$ cat config.mk
export PLATFORM = sky130hd
export DESIGN_NAME = cordic_atan2_degrees
export DESIGN_NICKNAME = d
export VERILOG_FILES = /design/src/hdl/cda_pkg.sv /design/src/hdl/cda_fold.sv /design/src/hdl/cda_cell.sv /design/src/hdl/cordic_atan2_degrees.sv
export SDC_FILE = /design/constraint.sdc
export NUM_CORES = 2
export LEC_CHECK = 0
export ABC_AREA = 1
export ABC_CLOCK_PERIOD_IN_PS = 11400
export BUFFER_PORTS_ARGS = -buffer_cell sky130_fd_sc_hd__buf_4
export CAP_MARGIN = 15
export CORE_AREA = 2 2 293 295
export CTS_CLUSTER_DIAMETER = 100
export DETAILED_ROUTE_END_ITERATION = 8
export DIE_AREA = 0 0 295 297
export PLACE_DENSITY = 0.75
export SETUP_SLACK_MARGIN = 0.05
export SYNTH_ARGS = -nofsm -noshare
export SYNTH_HDL_FRONTEND = slang
export SYNTH_SLANG_ARGS = --single-unit
$ cat constraint.sdc
create_clock -name clk -period 11.4 [get_ports clk]
set_clock_uncertainty 0.05 [all_clocks]
set_input_delay 2.28 -clock clk [delete_from_list [all_inputs] [get_ports clk]]
set_output_delay 2.28 -clock clk [all_outputs]
set_load 0.01 [all_outputs]
$ cat src/hdl/cda_pkg.sv
// Shared types, constants and the arctangent step table for the atan2 pipeline.
// No dependencies; imported by every module of the block.
package cda_pkg;

	// residual angle, pi = 0x10000, partial sums stay well inside 17 bits
	localparam int RESID_W = 17;
	// result angle in degrees, 10.16 fixed point
	localparam int ANGLE_W = 26;
	// octant base in 45 degree steps
	localparam int BASE_W  = 3;
	localparam int FRAC_ONE    = 65536;
	localparam int DEG_PER_STEP = 45;
	localparam int RESID_SCALE = 180;

	typedef logic signed [RESID_W-1:0] resid_t;
	typedef logic signed [ANGLE_W-1:0] angle_t;

	localparam angle_t HALF_TURN = angle_t'(180 * FRAC_ONE);

	// control carried alongside the vector through the pipe
	typedef struct packed {
		logic              zero_y;
		logic              x_neg;
		logic [BASE_W-1:0] base;
	} cda_ctl_t;

	// atan(2^-s), scaled so that pi equals 0x10000
	function automatic resid_t arc_step(input int unsigned s);
		resid_t r;
		case (s)
			0:       r = resid_t'(17'h04000);
			1:       r = resid_t'(17'h025C8);
			2:       r = resid_t'(17'h013F6);
			3:       r = resid_t'(17'h00A22);
			4:       r = resid_t'(17'h00516);
			5:       r = resid_t'(17'h0028C);
			6:       r = resid_t'(17'h00146);
			7:       r = resid_t'(17'h000A3);
			8:       r = resid_t'(17'h00051);
			9:       r = resid_t'(17'h00029);
			10:      r = resid_t'(17'h00014);
			11:      r = resid_t'(17'h0000A);
			12:      r = resid_t'(17'h00005);
			13:      r = resid_t'(17'h00003);
			14:      r = resid_t'(17'h00001);
			15:      r = resid_t'(17'h00001);
			default: r = '0;
		endcase
		return r;
	endfunction

	// octant base converted to degrees, 10.16
	function automatic angle_t base_angle(input logic [BASE_W-1:0] b);
		return angle_t'(int'(b) * DEG_PER_STEP * FRAC_ONE);
	endfunction

endpackage

$ cat src/hdl/cda_fold.sv
// Input fold: moves the vector into the first octant and records the octant base.
// Depends on cda_pkg.
module cda_fold #(
	parameter int CW = 16,
	parameter int IW = 19
) (
	input  logic                 clk,
	input  logic                 arst_n,
	input  logic                 valid_in,
	input  logic signed [CW-1:0] x_in,
	input  logic signed [CW-1:0] y_in,
	output logic                 valid_q,
	output cda_pkg::cda_ctl_t    ctl_q,
	output logic signed [IW-1:0] vx_q,
	output logic signed [IW-1:0] vy_q
);
	import cda_pkg::*;

	logic signed [IW-1:0] ax, ay, bx, by, cx, cy;
	logic neg, swap, rot;
	cda_ctl_t ctl_d;

	// negate lower half plane, turn by -90, then unscaled -45 rotation
	always_comb begin
		ax   = IW'(x_in);
		ay   = IW'(y_in);
		neg  = y_in[CW-1];
		if (neg) begin
			ax = -IW'(x_in);
			ay = -IW'(y_in);
		end
		swap = (ax <= 0);
		bx   = ax;
		by   = ay;
		if (swap) begin
			bx = ay;
			by = -ax;
		end
		rot = (bx <= by);
		cx  = bx;
		cy  = by;
		if (rot) begin
			cx = bx + by;
			cy = by - bx;
		end
		ctl_d.zero_y = (y_in == '0);
		ctl_d.x_neg  = x_in[CW-1];
		ctl_d.base   = {neg, swap, rot};
	end

	always_ff @(posedge clk or negedge arst_n) begin
		if (!arst_n) begin
			valid_q <= 1'b0;
		end else begin
			valid_q <= valid_in;
		end
	end

	// payload, no reset
	always_ff @(posedge clk) begin
		ctl_q <= ctl_d;
		vx_q  <= cx;
		vy_q  <= cy;
	end

`ifndef NO_ASSERTIONS
	// folded vector lies in the first octant
	a_octant: assert property (@(posedge clk) disable iff (!arst_n)
		valid_q && !ctl_q.zero_y |-> !vy_q[IW-1] && (vy_q < vx_q))
		else $error("fold left the vector outside the first octant");
`endif

endmodule

$ cat src/hdl/cda_cell.sv
// One CORDIC vectoring cell: a single shift-add iteration with its own register.
// Depends on cda_pkg.
module cda_cell #(
	parameter int IW    = 19,
	parameter int SHIFT = 1
) (
	input  logic                 clk,
	input  logic                 arst_n,
	input  logic                 valid_in,
	input  cda_pkg::cda_ctl_t    ctl_in,
	input  logic signed [IW-1:0] vx_in,
	input  logic signed [IW-1:0] vy_in,
	input  cda_pkg::resid_t      resid_in,
	output logic                 valid_q,
	output cda_pkg::cda_ctl_t    ctl_q,
	output logic signed [IW-1:0] vx_q,
	output logic signed [IW-1:0] vy_q,
	output cda_pkg::resid_t      resid_q
);
	import cda_pkg::*;

	logic signed [IW-1:0] dx, dy, nx, ny;
	resid_t nr;

	// rotate toward the x axis by atan(2^-SHIFT)
	always_comb begin
		dx = vx_in >>> SHIFT;
		dy = vy_in >>> SHIFT;
		if (!vy_in[IW-1]) begin
			nx = vx_in + dy;
			ny = vy_in - dx;
			nr = resid_in + arc_step(SHIFT);
		end else begin
			nx = vx_in - dy;
			ny = vy_in + dx;
			nr = resid_in - arc_step(SHIFT);
		end
	end

	always_ff @(posedge clk or negedge arst_n) begin
		if (!arst_n) begin
			valid_q <= 1'b0;
		end else begin
			valid_q <= valid_in;
		end
	end

	always_ff @(posedge clk) begin
		ctl_q   <= ctl_in;
		vx_q    <= nx;
		vy_q    <= ny;
		resid_q <= nr;
	end

endmodule

$ cat src/hdl/cordic_atan2_degrees.sv
// Top level: fold stage, a chain of CORDIC cells and the degree conversion stage.
// Depends on cda_pkg, cda_fold and cda_cell.
//
//  channel  | handshake           | payload
//  ---------+---------------------+---------------------------
//  vector   | start in, busy out  | x_coord, y_coord
//  angle    | done out (strobe)   | angle_deg
//
// One item enters per clock; busy is never raised.
// The path holds one fold register, ITERATIONS - 1 cells and
// one register for the conversion to degrees.
// Reset clears the valid bits of the pipe; payload registers are not reset.
// done is high for one cycle per item; the receiver has no way to stall.
module cordic_atan2_degrees #(
	parameter int ITERATIONS  = 12,
	parameter int COORD_WIDTH = 16
) (
	input  logic                          clk,
	input  logic                          arst_n,
	input  logic                          start,
	output logic                          busy,
	input  logic signed [COORD_WIDTH-1:0] x_coord,
	input  logic signed [COORD_WIDTH-1:0] y_coord,
	output logic                          done,
	output cda_pkg::angle_t               angle_deg
);
	import cda_pkg::*;

	localparam int IW      = COORD_WIDTH + 3;
	localparam int NCELL   = ITERATIONS - 1;
	localparam int LATENCY = ITERATIONS + 1;

	logic                 valid_c [0:NCELL];
	cda_ctl_t             ctl_c   [0:NCELL];
	logic signed [IW-1:0] vx_c    [0:NCELL];
	logic signed [IW-1:0] vy_c    [0:NCELL];
	resid_t               resid_c [0:NCELL];

	angle_t angle_d, angle_q;
	logic   done_q;

	assign busy = 1'b0;

	// octant fold
	cda_fold #(
		.CW(COORD_WIDTH),
		.IW(IW)
	) u_fold (
		.clk     (clk),
		.arst_n  (arst_n),
		.valid_in(start),
		.x_in    (x_coord),
		.y_in    (y_coord),
		.valid_q (valid_c[0]),
		.ctl_q   (ctl_c[0]),
		.vx_q    (vx_c[0]),
		.vy_q    (vy_c[0])
	);
	assign resid_c[0] = '0;

	// chain of vectoring cells, one per shift from 1 to ITERATIONS - 1
	for (genvar g = 1; g <= NCELL; g++) begin : g_cell
		cda_cell #(
			.IW   (IW),
			.SHIFT(g)
		) u_cell (
			.clk     (clk),
			.arst_n  (arst_n),
			.valid_in(valid_c[g-1]),
			.ctl_in  (ctl_c[g-1]),
			.vx_in   (vx_c[g-1]),
			.vy_in   (vy_c[g-1]),
			.resid_in(resid_c[g-1]),
			.valid_q (valid_c[g]),
			.ctl_q   (ctl_c[g]),
			.vx_q    (vx_c[g]),
			.vy_q    (vy_c[g]),
			.resid_q (resid_c[g])
		);
	end

	// base plus residual times 180, or the axis value when y is zero
	always_comb begin
		angle_d = base_angle(ctl_c[NCELL].base)
			+ angle_t'(resid_c[NCELL]) * angle_t'(RESID_SCALE);
		if (ctl_c[NCELL].zero_y) begin
			angle_d = ctl_c[NCELL].x_neg ? HALF_TURN : '0;
		end
	end

	always_ff @(posedge clk or negedge arst_n) begin
		if (!arst_n) begin
			done_q <= 1'b0;
		end else begin
			done_q <= valid_c[NCELL];
		end
	end

	always_ff @(posedge clk) begin
		angle_q <= angle_d;
	end

	assign done      = done_q;
	assign angle_deg = angle_q;

`ifndef NO_ASSERTIONS
	// every accepted item comes out with a done strobe
	a_latency: assert property (@(posedge clk) disable iff (!arst_n)
		start && !busy |-> ##LATENCY done)
		else $error("accepted item did not come out on time");

	// no result without a matching accepted item
	a_no_spurious: assert property (@(posedge clk) disable iff (!arst_n)
		done |-> $past(start, LATENCY))
		else $error("result strobe without an accepted item");

	// a vector on the x axis gives 0 or 180 degrees
	a_axis: assert property (@(posedge clk) disable iff (!arst_n)
		done && $past(start && (y_coord == '0), LATENCY)
		|-> (angle_deg == '0) || (angle_deg == HALF_TURN))
		else $error("vector on the x axis gave an off-axis angle");
`endif

endmodule

---- Yosys cells after proc, flatten, opt, wreduce, memory -nomap -nowiden ----
Cells that the tools add are included.
storage, ports and cells
  logic and storage cells ................. 189
  output and inout bits ................... 28
  register bits ........................... 685
  input port bits ......................... 35
operators by class
  reduce and logical (&&, ||, !) cells .... 1
  mux-type cells .......................... 38
  order comparisons ....................... 2
  $add $sub $neg .......................... 64
  multiply operators ...................... 2
operator list
  cell                     number
  $mux W19                 25
  $mux W17                 11
  $add A19 B10 Y19         2
  $add A19 B11 Y19         2
  $add A19 B12 Y19         2
  $add A19 B13 Y19         2
  $add A19 B14 Y19         2
  $add A19 B15 Y19         2
  $add A19 B16 Y19         2
  $add A19 B17 Y19         2
  $add A19 B18 Y19         2
  $neg A16 Y19             2
  $sub A19 B10 Y19         2
  $sub A19 B11 Y19         2
  $sub A19 B12 Y19         2
  $sub A19 B13 Y19         2
  $sub A19 B14 Y19         2
  $sub A19 B15 Y19         2
  $sub A19 B16 Y19         2
  $sub A19 B17 Y19         2
  $sub A19 B18 Y19         2
  $add A26 B26 Y26         1
  $mux W26                 1
  $mul A17 B7 Y24 const B  1
  30 further kinds         30

---- Logic depth before layout (Yosys ltp) ----
  depth in word-level cells ............... 6
  gate-level depth with buffers ........... 37
  depth with buffers taken out ............ 37

---- By module ----
Synthesis repeated with hierarchy kept, for this count alone.
second synthesis, totals
  cells, all modules ...................... 9306
  area total of the unflattened synthesis .. 61372.6 sq um
modules (own cells, without submodules)
  module                        cells an instance  sequential area each (sq um)  instances  area each (sq um)
  cda_fold                      837                885.8                         1          5033.6
  cda_cell (g_cell[2].u_cell)   760                1226.2                        1          4967.3
  cda_cell (g_cell[4].u_cell)   749                1226.2                        1          4921.0
  cda_cell (g_cell[1].u_cell)   740                1226.2                        1          4916.0
  cda_cell (g_cell[3].u_cell)   736                1226.2                        1          4840.9
  cda_cell (g_cell[7].u_cell)   748                1226.2                        1          4837.1
  cda_cell (g_cell[6].u_cell)   730                1226.2                        1          4812.1
  cda_cell (g_cell[8].u_cell)   733                1226.2                        1          4793.3
  cda_cell (g_cell[9].u_cell)   721                1226.2                        1          4748.3
  cda_cell (g_cell[5].u_cell)   721                1226.2                        1          4730.8
  cda_cell (g_cell[11].u_cell)  690                1226.2                        1          4588.2
  cda_cell (g_cell[10].u_cell)  666                1226.2                        1          4518.1
  cordic_atan2_degrees          475                505.5                         1          3666.0

---- Worst setup path after synthesis ----
No wires, ideal clock.
  kind .................................... input port to flip-flop
  from .................................... in x_coord[0]
  to ...................................... reg u_fold.vx_q[15]
  data required time ...................... 11292 ps
  library setup time ...................... 58 ps
  arrival time ............................ 6599 ps
  buffers on the path ..................... 4
  path slack .............................. 4693 ps
  cell stages on the path ................. 36
  cell sequence ........................... inv_2 > ha_1 > nand2_2 > nor2_2 > nand2_1 > nand3b_1 > nand2_1 > inv_2 > nand2_1 > nor2_4 > nand4_4 > nand2_4 > buf_6 > buf_2 > clkinv_1 > clkbuf_1 > nand2_1 > o21ai_0 > ha_1 > clkbuf_1 > inv_1 > nor3_1 > a211oi_1 > o21ai_0 > a21boi_0 > o21ai_0 > nand2_1 > nand2_1 > nand2_1 > nand2_1 > a21oi_1 > nor2_1 > nor2_1 > xor2_1 > nand2_2 > nand2_1
between the ends
  longest elaborated chain between the ends .. 6
  elaborated cells on any way between the ends .. 9
  those cells by class .................... 3 x add/sub; 2 x order compare; 4 x mux
RTL lines
  element                                             RTL line                        RTL
  start, declared                                     cordic_atan2_degrees.sv:22      input logic signed [COORD_WIDTH-1:0] x_coord,
  $neg A16 Y19                                        cda_fold.sv:29                  ax = -IW'(x_in);
  $mux W19 (*)                                        cda_fold.sv:28                  if (neg) begin
  $neg A19 Y19 or $le A19 B1 Y1 (tied branches)       cda_fold.sv:37, cda_fold.sv:32
  $mux W19                                            cda_fold.sv:35                  if (swap) begin
  $add A19 B19 Y19 or $le A19 B19 Y1 (tied branches)  cda_fold.sv:43, cda_fold.sv:39
  $mux W19 (*)                                        cda_fold.sv:42                  if (rot) begin
  net u_fold.cx[15]                                   cda_fold.sv:19                  logic signed [IW-1:0] ax, ay, bx, by, cx, cy;
  end signal, assigned                                cda_fold.sv:62                  vx_q <= cx;
  end, declared                                       cda_fold.sv:14                  output logic signed [IW-1:0] vx_q,
Mark *: on every way through the listed nets, which the timed path passes. The rest lies on a longest branch.

---- Worst setup path after layout ----
  from .................................... in x_coord[0]
  to ...................................... reg u_fold.vx_q[18]
Same word-level chain as after synthesis.

==> results.yml <==
critical_path:
  worst-path-max-fanout: 48
  worst_setup_path_end_kind: "register"
  critPathRequiredTime_ns: 11.92
  worst-endpoint-arrival_ns: 8.06
  critPathKind: "primary input to register"
  start_kind: "primary input"
sta:
  setup_viol: 0
  finalHoldViolCount: 0
  max-slew-margin-rel_pct: 43.0
  fin_crit_ns: 7.54
  finalCritPeriodShare_pct: 66.1
  setup_tns_ns: 0
  slew_viol_final: 0
  clock.fmax_ghz: 0.133
  tightest_slew_ns: 0.855
  rsz0062_at_grt: "false"
  setup_ws_ns: 3.86
drt:
  drtPass1Iterations: 5
  via_per_inst: 5.14
  drt-total-wl_um: 94400
  wl_per_cell_um: 14.5
  drt_iter0_drc: 1613
  drc: 0
  ant_nets: 0
  num_vias: 33565
floorplanning:
  std_cell_rows: 107
  ioPinCount: 63
  dieArea_sq_um: 87600
  die_y_um: 297
  design.core.area_sq_um: 84500
  die_w_um: 295
  start_util_pct: 49.8
clock_tree:
  cts_resized: 0
  cts_buffers: 70
  post_cts_buffers: 0
  clock_path_buffers: 3
  hold_buffers: 0
  h-tree-depth: 3
  path_clk_slew_ns: 0.07
  clock-sinks: 623
  root_buffer: "clkbuf_16"
  clk_latency_ns: 0.63
  tritoncts: "done"
global_routing:
  antenna_found_initial: 1
  grt_pass1_wl_um: 156000
  grt_pass1_vias: 32454
  overflow: 0
  grt.total_usage_pct: 21.5
  grt_max_degree: 49
run:
  maxCapViolations: 0
synthesis:
  synth_compound_area_share_pct: 10.8
  avgSynthCellArea_sq_um: 8.02
  synth_top_family_by_area: "adder cells"
  synthSimpleGateAreaFrac_pct: 17.4
  synth_edf_count: 0
  synth_cells: 5241
  synth-xor-area-share_pct: 14.9
  synth_flop_cell: "dfxtp_1"
  synth_seq_area_share_pct: 29.8
  synthAdderAreaFrac_pct: 20.7
  ys_seq_elements: 623
  synthMuxAreaShare_pct: 0.0238
  netlist_area_sq_um: 42000
  async_reset_ff_share_pct: 2.09
  synth.distinct_cells: 53
  synth_warnings: 0
final_layout:
  multiInputGateArea_sq_um: 26900
  antenna_cells: 0
  final_cell_mix: "749 x nand2_1, 610 x dfxtp_1, 609 x inv_1"
  layout-drive-gt1-share_pct: 4.87
  final-seq-area_sq_um: 12500
  final_core_util_pct: 54.6
  nets: 6020
  syn2layout_area_growth_pct: 9.72
  fill_cells: 7750
  layout_commonest_cell: "nand2_1"
placed_design:
  gp_routability_congestion: 0.955
  place_ws_ns: 3.32
  io_buffers: 59
  dp_hpwl_um: 75800
outcome:
  run_status: "completed"
worst_hold_path:
  min_path_type: "register to register"
metrics by stage:
step / instances / area, sq um / hold WS [ns]
after detailed placement: 6398 / 43700 / 0.262
after global placement: 6398 / 43700 / 0.260
after CTS: 6526 / 46100 / 0.275
final: 6526 / 46100 / 0.270
after global routing: 6526 / 46100 / 0.280
after floorplan: 5248 / 42100 / 0.260
state kept, by name (all words and copies together) (netlist names):
signal / count
g_cell.u_cell.resid_q: 155
g_cell.u_cell.vx_q: 161
u_fold.vy_q: 19
g_cell.u_cell.valid_q: 11
u_fold.vx_q: 19
g_cell.u_cell.ctl_q: 55
angle_deg: 24
g_cell.u_cell.vy_q: 172
done: 1
u_fold.valid_q: 1
u_fold.ctl_q: 5
Yosys cell counts (9+ instances only):
| library cell | number | area share, % |
|---|---|---|
| nand2_1 | 749 | 6.7 |
| dfxtp_1 | 610 | 29 |
| inv_1 | 609 | 5.4 |
| ha_1 | 600 | 18 |
| xor2_1 | 552 | 12 |
| a21oi_1 | 519 | 6.2 |
| nor2_1 | 426 | 3.8 |
| nand3_1 | 303 | 3.6 |
| o21ai_0 | 198 | 2.4 |
| xnor2_1 | 164 | 3.4 |
| nor3_1 | 105 | 1.3 |
| fa_1 | 59 | 2.8 |
| nand2_2 | 37 | 0.55 |
| clkbuf_1 | 36 | 0.32 |
| a31oi_1 | 33 | 0.49 |
| a21o_1 | 23 | 0.41 |
| nand4_1 | 20 | 0.30 |
| a211oi_1 | 17 | 0.30 |
| nor4_1 | 16 | 0.24 |
| o21bai_1 | 14 | 0.25 |
| o31ai_1 | 14 | 0.25 |
| dfrtp_1 | 13 | 0.77 |
| a21boi_0 | 10 | 0.18 |
| buf_1 | 9 | 0.080 |
| buf_2 | 9 | 0.11 |
| or2_2 | 9 | 0.13 |
metal layers:
metal / GRT usage (%) / vias to the layer above / share of wire [%]
met4: 8.84 / 0 / 3.9
met2: 37.4 / 544 / 47
met3: 2.64 / 169 / 3.7
met5: 0 / - / 0
met1: 26.8 / 15399 / 45
li1: - / 17453 / -
final timing paths:
path	slack, ns	depth (start not counted)	start	to
setup reg to reg	5.46	37	g_cell[11].u_cell.resid_q[4]	angle_deg[25]
max in group asynchronous	9.70	1	arst_n	u_fold.valid_q
setup / recovery	3.86	24	x_coord[0]	u_fold.vx_q[18]
hold / removal	0.27	0	g_cell[9].u_cell.ctl_q[4]	g_cell[10].u_cell.ctl_q[4]
min in group asynchronous	1.44	1	arst_n	g_cell[10].u_cell.valid_q
hold reg to reg	0.27	0	g_cell[9].u_cell.ctl_q[4]	g_cell[10].u_cell.ctl_q[4]
layout make-up:
cell class                      count  area share (%)
Clock buffer                       94            4.28
Inverter                          620            5.05
Multi-Input combinational cell   3939            58.3
Clock inverter                     34           0.955
Tap cell                         1144            3.10
Timing Repair Buffer               72            1.17
Sequential cell                   623            27.2
logic make-up after synthesis:
group	after synthesis
other	2
adder cells (fa/ha/maj)	659
AO/OA/AOI/OAI	850
XOR/XNOR	716
AND/OR/NAND/NOR	1704
multiplexers	1
buffers and inverters	686
flip-flops	623
critical path, cell delays in order:
cell and delay (ns):
buf_4 0.12, inv_2 0.12, ha_1 0.28, nand2_2 0.12, nor2_2 0.13, nand3_1 0.17
nand3_1 0.11, nand2_1 0.08, nor2_1 0.18, nand4_4 0.20, nand2_4 0.39, clkinv_1 0.50
o21ai_0 0.54, ha_1 0.34, inv_1 0.14, a21oi_1 0.19, o21ai_0 0.14, inv_1 0.08
nor2_1 0.04, nor3_1 0.45, nand3_4 0.52, nand2_4 0.61, inv_1 0.17, nor2_1 0.12
Power is not shown: default switching activity piles up to over one toggle a cycle in this logic, so the estimate is an artifact.
